### src/rtl/core/imu_fus_pkg.sv
`timescale 1ns / 1ps
// ----------------------------------------------------------------------------
// imu_fus_pkg
// Shared types and constants of the inertial burst unpack and scale core.
// ----------------------------------------------------------------------------
package imu_fus_pkg;

   localparam int unsigned FrameLen = 14;
   localparam int unsigned PosW     = 4;

   localparam logic [7:0] AllOnes  = 8'hFF;
   localparam logic [7:0] AllZeros = 8'h00;

   typedef logic [PosW-1:0]    pos_type;
   typedef logic [7:0]         byte_type;
   typedef logic signed [15:0] count_type;

   // accel: x1000 then round by shift of 14
   localparam int unsigned AccNumW  = 25;
   localparam int unsigned AccShift = 14;
   localparam logic [AccNumW-1:0] AccMul  = AccNumW'(1000);
   localparam logic [AccNumW-1:0] AccHalf = AccNumW'(16384 / 2);

   // gyro: x100, plus half of 131, then reciprocal multiply
   localparam int unsigned GyrNumW   = 22;
   localparam int unsigned GyrShift  = 30;
   localparam int unsigned GyrRecipW = 23;
   localparam longint unsigned GyrDen = 131;
   localparam logic [GyrNumW-1:0] GyrMul  = GyrNumW'(100);
   localparam logic [GyrNumW-1:0] GyrHalf = GyrNumW'(GyrDen / 2);
   localparam logic [GyrRecipW-1:0] GyrRecip =
      GyrRecipW'(((64'd1 << GyrShift) + GyrDen - 64'd1) / GyrDen);
   localparam int unsigned GyrProdW = GyrNumW + GyrRecipW;

   // temperature: x10000, plus half of 33387, reciprocal multiply, offset
   localparam int unsigned TmpNumW   = 29;
   localparam int unsigned TmpShift  = 45;
   localparam int unsigned TmpRecipW = 30;
   localparam longint unsigned TmpDen = 33387;
   localparam logic [TmpNumW-1:0] TmpMul  = TmpNumW'(10000);
   localparam logic [TmpNumW-1:0] TmpHalf = TmpNumW'(TmpDen / 2);
   localparam logic [TmpRecipW-1:0] TmpRecip =
      TmpRecipW'(((64'd1 << TmpShift) + TmpDen - 64'd1) / TmpDen);
   localparam int unsigned TmpProdW = TmpNumW + TmpRecipW;

   typedef logic signed [11:0] accel_type;
   typedef logic signed [15:0] gyro_type;
   typedef logic signed [14:0] temp_type;

   localparam temp_type TmpOffset = temp_type'(2100);

   typedef struct packed {
      logic                dead;
      count_type [2:0]     accel;
      count_type           temp;
      count_type [2:0]     gyro;
   } frame_type;

   typedef struct packed {
      logic                dead;
      accel_type [2:0]     accel;
      gyro_type  [2:0]     gyro;
      temp_type            temp;
   } result_type;

endpackage

### src/rtl/core/imu_fus_collect.sv
`timescale 1ns / 1ps
// ----------------------------------------------------------------------------
// imu_fus_collect
// Byte position tracking, burst store and AND/OR accumulators; registers the
// assembled burst on its last byte.
// ----------------------------------------------------------------------------
module imu_fus_collect (
   input  logic                   clock,
   input  logic                   reset,
   input  logic                   advance,
   input  logic                   byte_vld,
   input  imu_fus_pkg::byte_type  data_byte,
   input  logic                   frame_start,
   output logic                   frame_vld,
   output imu_fus_pkg::frame_type frame
);
   import imu_fus_pkg::*;

   byte_type  store_ff [FrameLen];
   pos_type   pos_ff, pos_in;
   byte_type  and_ff, and_in;
   byte_type  or_ff, or_in;
   logic      frame_vld_ff, frame_vld_in;
   frame_type frame_ff, frame_in;

   pos_type   pos_raw;
   pos_type   pos_cur;
   byte_type  and_cur;
   byte_type  or_cur;
   logic      last_byte;
   logic      take;

   assign take = byte_vld && advance;

   always_comb begin
      pos_raw   = frame_start ? '0 : pos_ff;
      pos_cur   = (pos_raw >= PosW'(FrameLen)) ? '0 : pos_raw;
      and_cur   = (frame_start ? AllOnes : and_ff) & data_byte;
      or_cur    = (frame_start ? AllZeros : or_ff) | data_byte;
      last_byte = (pos_cur == PosW'(FrameLen - 1));
   end

   always_comb begin
      pos_in = pos_ff;
      and_in = and_ff;
      or_in  = or_ff;
      if (take) begin
         if (last_byte) begin
            pos_in = '0;
            and_in = AllOnes;
            or_in  = AllZeros;
         end else begin
            pos_in = pos_cur + 1'b1;
            and_in = and_cur;
            or_in  = or_cur;
         end
      end
   end

   always_comb begin
      frame_vld_in      = take && last_byte;
      frame_in.dead     = (and_cur == AllOnes) || (or_cur == AllZeros);
      frame_in.accel[0] = {store_ff[0], store_ff[1]};
      frame_in.accel[1] = {store_ff[2], store_ff[3]};
      frame_in.accel[2] = {store_ff[4], store_ff[5]};
      frame_in.temp     = {store_ff[6], store_ff[7]};
      frame_in.gyro[0]  = {store_ff[8], store_ff[9]};
      frame_in.gyro[1]  = {store_ff[10], store_ff[11]};
      frame_in.gyro[2]  = {store_ff[12], data_byte};
   end

   always_ff @(posedge clock) begin
      if (reset) begin
         pos_ff       <= '0;
         and_ff       <= AllOnes;
         or_ff        <= AllZeros;
         frame_vld_ff <= 1'b0;
      end else begin
         pos_ff <= pos_in;
         and_ff <= and_in;
         or_ff  <= or_in;
         if (advance) begin
            frame_vld_ff <= frame_vld_in;
         end
      end
   end

   always_ff @(posedge clock) begin
      if (take) begin
         store_ff[pos_cur] <= data_byte;
      end
      if (advance) begin
         frame_ff <= frame_in;
      end
   end

   assign frame_vld = frame_vld_ff;
   assign frame     = frame_ff;

endmodule

### src/rtl/core/imu_fus_scale.sv
`timescale 1ns / 1ps
// ----------------------------------------------------------------------------
// imu_fus_scale
// Scaling pipeline: magnitude and numerator, reciprocal multiply, then sign,
// offset and dead-bus masking into the result register.
// ----------------------------------------------------------------------------
module imu_fus_scale (
   input  logic                    clock,
   input  logic                    reset,
   input  logic                    advance,
   input  logic                    frame_vld,
   input  imu_fus_pkg::frame_type  frame,
   output logic                    result_vld,
   output imu_fus_pkg::result_type result
);
   import imu_fus_pkg::*;

   function automatic logic [15:0] magnitude(input count_type value);
      logic [15:0] raw;
      raw = 16'(value);
      return raw[15] ? 16'(-raw) : raw;
   endfunction

   // numerator stage
   logic               num_vld_ff, num_vld_in;
   logic               num_dead_ff, num_dead_in;
   logic [2:0]         acc_neg_ff, acc_neg_in;
   logic [2:0]         gyr_neg_ff, gyr_neg_in;
   logic               tmp_neg_ff, tmp_neg_in;
   logic [AccNumW-1:0] acc_num_ff [3];
   logic [AccNumW-1:0] acc_num_in [3];
   logic [GyrNumW-1:0] gyr_num_ff [3];
   logic [GyrNumW-1:0] gyr_num_in [3];
   logic [TmpNumW-1:0] tmp_num_ff, tmp_num_in;

   // product stage
   logic                prd_vld_ff, prd_vld_in;
   logic                prd_dead_ff;
   logic [2:0]          prd_acc_neg_ff;
   logic [2:0]          prd_gyr_neg_ff;
   logic                prd_tmp_neg_ff;
   logic [10:0]         acc_q_ff [3];
   logic [10:0]         acc_q_in [3];
   logic [GyrProdW-1:0] gyr_prod_ff [3];
   logic [GyrProdW-1:0] gyr_prod_in [3];
   logic [TmpProdW-1:0] tmp_prod_ff, tmp_prod_in;

   // result stage
   logic       result_vld_ff;
   result_type result_ff, result_in;

   logic [14:0] gyr_q [3];
   logic [13:0] tmp_q;
   temp_type    tmp_signed;

   always_comb begin
      num_vld_in  = frame_vld;
      num_dead_in = frame.dead;
      for (int i = 0; i < 3; i++) begin
         acc_neg_in[i] = frame.accel[i][15];
         gyr_neg_in[i] = frame.gyro[i][15];
         acc_num_in[i] = AccNumW'(magnitude(frame.accel[i])) * AccMul + AccHalf;
         gyr_num_in[i] = GyrNumW'(magnitude(frame.gyro[i])) * GyrMul + GyrHalf;
      end
      tmp_neg_in = frame.temp[15];
      tmp_num_in = TmpNumW'(magnitude(frame.temp)) * TmpMul + TmpHalf;
   end

   always_comb begin
      prd_vld_in = num_vld_ff;
      for (int i = 0; i < 3; i++) begin
         acc_q_in[i]    = acc_num_ff[i][AccNumW-1:AccShift];
         gyr_prod_in[i] = GyrProdW'(gyr_num_ff[i]) * GyrProdW'(GyrRecip);
      end
      tmp_prod_in = TmpProdW'(tmp_num_ff) * TmpProdW'(TmpRecip);
   end

   always_comb begin
      for (int i = 0; i < 3; i++) begin
         gyr_q[i] = gyr_prod_ff[i][GyrShift +: 15];
      end
      tmp_q      = tmp_prod_ff[TmpShift +: 14];
      tmp_signed = prd_tmp_neg_ff ? temp_type'(-{1'b0, tmp_q}) : temp_type'({1'b0, tmp_q});
      result_in  = '0;
      result_in.dead = prd_dead_ff;
      if (!prd_dead_ff) begin
         for (int i = 0; i < 3; i++) begin
            result_in.accel[i] = prd_acc_neg_ff[i] ? accel_type'(-{1'b0, acc_q_ff[i]})
                                                   : accel_type'({1'b0, acc_q_ff[i]});
            result_in.gyro[i]  = prd_gyr_neg_ff[i] ? gyro_type'(-{1'b0, gyr_q[i]})
                                                   : gyro_type'({1'b0, gyr_q[i]});
         end
         result_in.temp = tmp_signed + TmpOffset;
      end
   end

   always_ff @(posedge clock) begin
      if (reset) begin
         num_vld_ff    <= 1'b0;
         prd_vld_ff    <= 1'b0;
         result_vld_ff <= 1'b0;
      end else if (advance) begin
         num_vld_ff    <= num_vld_in;
         prd_vld_ff    <= prd_vld_in;
         result_vld_ff <= prd_vld_ff;
      end
   end

   always_ff @(posedge clock) begin
      if (advance) begin
         num_dead_ff    <= num_dead_in;
         acc_neg_ff     <= acc_neg_in;
         gyr_neg_ff     <= gyr_neg_in;
         tmp_neg_ff     <= tmp_neg_in;
         acc_num_ff     <= acc_num_in;
         gyr_num_ff     <= gyr_num_in;
         tmp_num_ff     <= tmp_num_in;
         prd_dead_ff    <= num_dead_ff;
         prd_acc_neg_ff <= acc_neg_ff;
         prd_gyr_neg_ff <= gyr_neg_ff;
         prd_tmp_neg_ff <= tmp_neg_ff;
         acc_q_ff       <= acc_q_in;
         gyr_prod_ff    <= gyr_prod_in;
         tmp_prod_ff    <= tmp_prod_in;
         result_ff      <= result_in;
      end
   end

   assign result_vld = result_vld_ff;
   assign result     = result_ff;

endmodule

### src/rtl/core/imu_frame_unpack_and_scale_core.sv
`timescale 1ns / 1ps
// ----------------------------------------------------------------------------
// imu_frame_unpack_and_scale_core
// Collects a 14-byte inertial sensor data block and returns accel in milli-g,
// gyro in centi-degrees per second and die temperature in centi-degrees C.
// ----------------------------------------------------------------------------
// One byte is taken per clock while req_tready is high. Bytes are counted
// into a 14-byte burst; a byte with req_tuser high restarts the burst at its
// first byte and drops any partial one. The 14th byte yields one result
// transfer after the burst register, the numerator stage, the reciprocal
// multiply stage and the result register; other bytes yield nothing. All
// stages advance together, so the whole pipeline stalls only while a result
// waits on rsp_tready. A burst of all 0xFF or all 0x00 bytes returns
// rsp_tuser high with every value zero. Divisions round half away from zero.
// ----------------------------------------------------------------------------
module imu_frame_unpack_and_scale_core (
   input  logic         clock,
   input  logic         reset,
   input  logic         req_tvalid,
   output logic         req_tready,
   input  logic [7:0]   req_tdata,   // data_byte
   input  logic         req_tuser,   // frame_start
   output logic         rsp_tvalid,
   input  logic         rsp_tready,
   output logic [103:0] rsp_tdata,   // accel_x_mg, accel_y_mg, accel_z_mg,
                                     // gyro_x_cdps, gyro_y_cdps, gyro_z_cdps,
                                     // temp_centi_c, zero pad
   output logic         rsp_tuser    // bus_dead
);
   import imu_fus_pkg::*;

   logic       advance;
   logic       frame_vld;
   frame_type  frame;
   logic       result_vld;
   result_type result;

   assign advance    = !result_vld || rsp_tready;
   assign req_tready = advance;

   imu_fus_collect u_collect (
      .clock       (clock),
      .reset       (reset),
      .advance     (advance),
      .byte_vld    (req_tvalid),
      .data_byte   (req_tdata),
      .frame_start (req_tuser),
      .frame_vld   (frame_vld),
      .frame       (frame)
   );

   imu_fus_scale u_scale (
      .clock      (clock),
      .reset      (reset),
      .advance    (advance),
      .frame_vld  (frame_vld),
      .frame      (frame),
      .result_vld (result_vld),
      .result     (result)
   );

   assign rsp_tvalid = result_vld;
   assign rsp_tuser  = result.dead;
   assign rsp_tdata  = {5'b0, result.temp,
                        result.gyro[2], result.gyro[1], result.gyro[0],
                        result.accel[2], result.accel[1], result.accel[0]};

endmodule
### config.mk
export PLATFORM = sky130hd
export DESIGN_NAME = imu_frame_unpack_and_scale_core
export DESIGN_NICKNAME = d
export VERILOG_FILES = /design/src/rtl/core/imu_fus_pkg.sv /design/src/rtl/core/imu_fus_collect.sv /design/src/rtl/core/imu_fus_scale.sv /design/src/rtl/core/imu_frame_unpack_and_scale_core.sv
export SDC_FILE = /design/constraint.sdc
export NUM_CORES = 2
export LEC_CHECK = 0
export BUFFER_PORTS_ARGS = -buffer_cell sky130_fd_sc_hd__buf_2
export CAP_MARGIN = 20
export CORE_AREA = 10 10 445 447
export CTS_CLUSTER_DIAMETER = 40
export DETAILED_ROUTE_END_ITERATION = 8
export DIE_AREA = 0 0 455 457
export HOLD_SLACK_MARGIN = 0.06
export PLACE_DENSITY = 0.6
export SLEW_MARGIN = 20
export SYNTH_ARGS = -nofsm -noshare
export SYNTH_HDL_FRONTEND = slang
export SYNTH_SLANG_ARGS = --single-unit
### constraint.sdc
create_clock -name clock -period 18.5 [get_ports clock]
set_input_delay 1.85 -clock clock [delete_from_list [all_inputs] [get_ports clock]]
set_output_delay 1.85 -clock clock [all_outputs]
set_load 0.02 [all_outputs]
==> results.md <==
- Dividing the final minimum period by the clock period gives 0.460.
- The clock reaches the later pin of the worst-skew pair after 0.76 ns.
- The final-report hold violation count is 0.
- Routability-driven placement finished with a final weighted congestion of 0.938.
- The highest net fanout along the worst path is 5.
- The setup skew after layout is 0.0975 ns.
- The number of cell instances on the worst register-to-register path is 28.
- The wire length on met1 is slightly above 70,000 µm.
- The source of the worst hold timing path is u_collect.store_ff[3][2].
- After the last flow step, the layout net total stands at 9,530.
- Among the stages of the critical path, the cell type that occurs most often is inv_1.
- The top layer used by detailed routing is met5.
- In the final layout, the share of cells above drive strength 1 is 0.0484.
- Of the synthesized area, sequential elements account for 0.223.
- The average instance in the mapped netlist occupies 10.9 µm².
- After clock tree synthesis, the clock-pin slew on the worst setup and hold paths is around 0.050 ns.
- The number of antenna violations at the first check in global routing is 9.
- Summed over all nets, wire length on met3 after detailed routing comes to 5680 µm.
- The count of input and output buffers is 114.
- The worst endpoint required time is approximately 19 ns.
- Before antenna repair, the detailed router went through 8 iterations.
- The setup TNS is 0 ns.
- In this run the critical register-to-register path is captured at u_scale.tmp_prod_ff[58].
- The tightest hold path in the finished design has a slack of 0.385 ns.
- The warning count from the yosys run is 0.
- Setup repair after global routing left no endpoint under its margin.
- In this design, the stage delay of the slowest critical-path cell is approximately 0.88 ns.
- The worst path in the final design needs a cycle of 8.51 ns, including I/O delays and setup.
- In this run the deepest clock path goes through 3 buffers.
- The internal power is 7.78 mW.
- The count of clock tree sinks is 567.
- The worst setup path is of the flop to flop kind.
- Summed over all nets, wire length on met2 after detailed routing comes to 78,300 µm.
- The hold-critical path endpoint is u_collect.frame[82].
- The final number of max-transition violations came to 0.
- Max-cap violations in this run came to 0.
- The via count of the first global-routing pass came to 50.6k.
- The sequential group share of total power is 0.136.
- The register area is 16,800 µm².
- The total number of placement rows is 160.
- The combinational group share of total power is 0.743.
- The most common cell after layout, fill and taps aside is inv_1.
- The overall die height is 457 µm.
- The endpoint class of the critical path is a flop.
- Setup violations remaining at the end of the flow were counted as 0.
- Across every metal layer, demand over resource in global routing totals 0.158.
- The share of flip-flops with an asynchronous set or reset is 0.
- Of the total power, the clock network draws 0.121.
- The number of distinct library cells after synthesis is slightly above 100.
- The initial core utilization is 0.398.
- Hold repair after CTS inserted 0 buffers.
- The number of gates resized after CTS was 0.
- The top cell types in the final layout, fill and taps aside, are inv_1, ha_1, fa_1.
- In the final layout, the multi-input gates occupy about 51,000 µm².
- The post-CTS repair timing setup buffer count is 0.
- Dividing the detail-routed wire length by the instance count gives 16.6 µm.
- Static timing analysis puts the maximum clock frequency at 0.118 GHz.
- The maximum resistive drop on vdd is 0.556 mV.
- Across all layers, the routed design uses 46.8k vias.
- In this run the remaining antenna-violating nets after routing total 0.
- After the first detailed-routing iteration, the DRC count stood at 2,090.
- The net switching fraction of the power is 0.479.
- The die covers 208,000 µm².
- The mapped netlist covers 75,200 µm².
- The number of fill cells is ~18k.
- The post-synthesis to final-layout area growth is 9.32%.
- TritonCTS created 95 clock buffers.
- In this run, synthesis inferred 543 flip-flops with an integrated enable.
- The detailed-route DRC error count is 0.
- The data arrival time of the critical path is approximately 8.9 ns.
- The number of instances in the synthesized netlist is 6,926.
- The largest net degree at the start of global routing is ~160.
- In this run, synthesis produced a sequential element count of 567.
- The dominant cell type by area after synthesis is fa_1.
- The cell chosen for the clock root is clkbuf_16.
- The startpoint identified for the worst register-to-register timing path is u_scale.tmp_num_ff[21].
- Sorting the synthesized cells by area gives the leading types as fa_1, ha_1, edfxtp_1.
- The share of synthesized area in the top cell type comes to 0.283.
- Pin placement for this block handled 120 I/O pins.
- The run finished with clean final reports.
- The most used flip-flop cell after synthesis is edfxtp_1.
- The total half-perimeter wirelength after legalization and detailed placement is about 140,000 µm.
- The relative max-transition margin is 0.238.
- The number of cells traversed by the worst hold path is 0.
- The slew at the pin closest to its max-slew limit is ~1.1 ns.
- The total number of H-tree levels is 3.
- The element type at the critical path start is a flop.
- The first global-routing pass estimated around 270,000 µm of wire.
- The total area inside the core boundary comes to 189,000 µm².
- Summed over all nets, the switching power comes to approximately 7 mW.
- For this design the static power due to leakage is 41.5 nW.
- The internal reg-to-reg setup slack is 9.99 ns.
- The cell type of the slowest stage on the worst timing path is a2111oi_0.
- The floorplan die width is 455 µm.
- The path class of the tightest hold or removal check is flop to flop.
- Dividing total power by cell area gives a power density of ~180 nW/µm².
- Using the TritonRoute via totals, the vias-per-cell ratio works out to about 4.8.
- Wires add up to roughly 160,000 µm.
- The clock tree from TritonCTS is built.
- Summed over all layers, the global routing overflow is 0.
synth_stat cells (6+ instances only):
| library cell | n |
|---|---|
| o2111ai_1 | 7 |
| a21o_1 | 102 |
| a21oi_1 | 154 |
| edfxtp_1 | 543 |
| o31ai_1 | 51 |
| o21ai_0 | 123 |
| a211oi_1 | 17 |
| mux2i_1 | 18 |
| fa_1 | 1062 |
| o21ai_1 | 6 |
| nand3_1 | 74 |
| nor2_1 | 243 |
| dfxtp_1 | 24 |
| o22ai_1 | 10 |
| ha_1 | 1353 |
| or2_2 | 16 |
| a21boi_0 | 9 |
| nand2_1 | 199 |
| nand3b_1 | 12 |
| and3_1 | 25 |
| clkbuf_1 | 38 |
| o41ai_1 | 21 |
| nor3b_1 | 11 |
| a22oi_1 | 8 |
| a221oi_1 | 8 |
| inv_1 | 1871 |
| nand4_1 | 31 |
| xnor2_1 | 243 |
| or3_1 | 32 |
| nor3_1 | 82 |
| nand2b_1 | 44 |
| and2_1 | 24 |
| nor4_1 | 29 |
| or4_1 | 17 |
| xor2_1 | 191 |
| nor2b_1 | 43 |
| o21bai_1 | 16 |
| a31oi_1 | 15 |
| o21a_1 | 26 |
| o211ai_1 | 12 |
worst max-delay path: cells and delay by family (launching register included):
kind / cells / cell delay [ns]
AOI/OAI and AO/OA: 7 / 2.34
xor gates and xnor gates: 1 / 0.14
adders and majority gates: 9 / 4.07
buffers and inverters: 8 / 0.60
DFF: 1 / 0.49
and+or+nand+nor: 3 / 0.60
worst max path at each step:
stage               slack, ns                  endpoint  cells after the start                   start
floorplan                4.58  u_collect.store_ff[2][0]                      5              rsp_tready
finish                   9.99   u_scale.tmp_prod_ff[58]                     28  u_scale.tmp_num_ff[21]
global route             9.49   u_scale.tmp_prod_ff[58]                     28  u_scale.tmp_num_ff[22]
global placement        10.16   u_scale.tmp_prod_ff[58]                     28  u_scale.tmp_num_ff[22]
detailed placement       9.99   u_scale.tmp_prod_ff[58]                     28  u_scale.tmp_num_ff[21]
CTS                      9.92   u_scale.tmp_prod_ff[58]                     28  u_scale.tmp_num_ff[21]
per-stage QoR:
step | power (mW) | setup WS, ns | cells | cell area [µm²] | util
final | 14.9 | 9.99 | 9697 | 82300 | 0.435
after global routing | 16.7 | 9.49 | 9697 | 82300 | 0.435
after CTS | 15.2 | 9.92 | 9696 | 82200 | 0.435
after detailed placement | 13.2 | 9.99 | 9516 | 78900 | 0.417
after global placement | 12.9 | 10.16 | 9516 | 78900 | 0.417
after floorplan | 10.3 | 4.58 | 6930 | 75300 | -
area by class of cell:
class / instances / area share
diodes: 1 / 0.0000304
clock buffers: 101 / 0.0294
clock inverters: 79 / 0.0116
inverters: 1872 / 0.0855
multi-input cells: 4442 / 0.623
flip-flops and latches: 567 / 0.204
well taps: 2511 / 0.0382
repair buffers: 124 / 0.00800
cell families (layout without fill, tap and decap cells):
| group | count (synthesis) | count (layout) | share of synthesized area |
|---|---|---|---|
| multiplexers | 19 | 19 | 0.00254 |
| buffers and inverters | 1921 | 2176 | 0.0961 |
| AND/OR/NAND/NOR | 915 | 915 | 0.0609 |
| AO/OA/AOI/OAI | 648 | 648 | 0.0579 |
| XOR/XNOR | 439 | 439 | 0.0518 |
| adder cells (fa/ha/maj) | 2416 | 2416 | 0.508 |
| flip-flops | 567 | 567 | 0.223 |
| other | 1 | 6 | 0.0000498 |
metal layers:
layer  vias to the layer above  track usage
met5                         -            0
met4                         8       0.0521
met3                       233       0.0213
met2                       656        0.270
met1                     23300        0.207
li1                      22700            -
flip-flops by register name (all words and copies together), names as in the netlist:
| name | count |
|---|---|
| u_scale.acc_neg_ff | 3 |
| u_scale.result | 100 |
| u_scale.prd_vld_ff | 1 |
| u_scale.tmp_num_ff | 25 |
| u_collect.frame_vld | 1 |
| u_scale.num_vld_ff | 1 |
| u_scale.acc_num_ff | 33 |
| u_scale.tmp_neg_ff | 1 |
| u_collect.or_ff | 8 |
| u_scale.gyr_num_ff | 60 |
| u_scale.gyr_neg_ff | 3 |
| u_scale.acc_q_ff | 33 |
| u_collect.pos_ff | 4 |
| u_scale.prd_tmp_neg_ff | 1 |
| u_scale.num_dead_ff | 1 |
| u_collect.frame | 113 |
| u_scale.gyr_prod_ff | 45 |
| u_scale.prd_acc_neg_ff | 3 |
| u_scale.prd_gyr_neg_ff | 3 |
| u_collect.store_ff | 104 |
| u_scale.result_vld | 1 |
| u_collect.and_ff | 8 |
| u_scale.prd_dead_ff | 1 |
| u_scale.tmp_prod_ff | 14 |
power by group through the flow:
stage	clock network [mW]	registers [mW]	logic, mW
floorplan	0	2.09	8.23
detailed placement	0	2.06	11.1
global route	1.92	2.05	12.7
global placement	0	2.05	10.8
finish	1.81	2.03	11.1
CTS	1.86	2.03	11.3
Note: power is estimated with default switching activity, not from simulation.
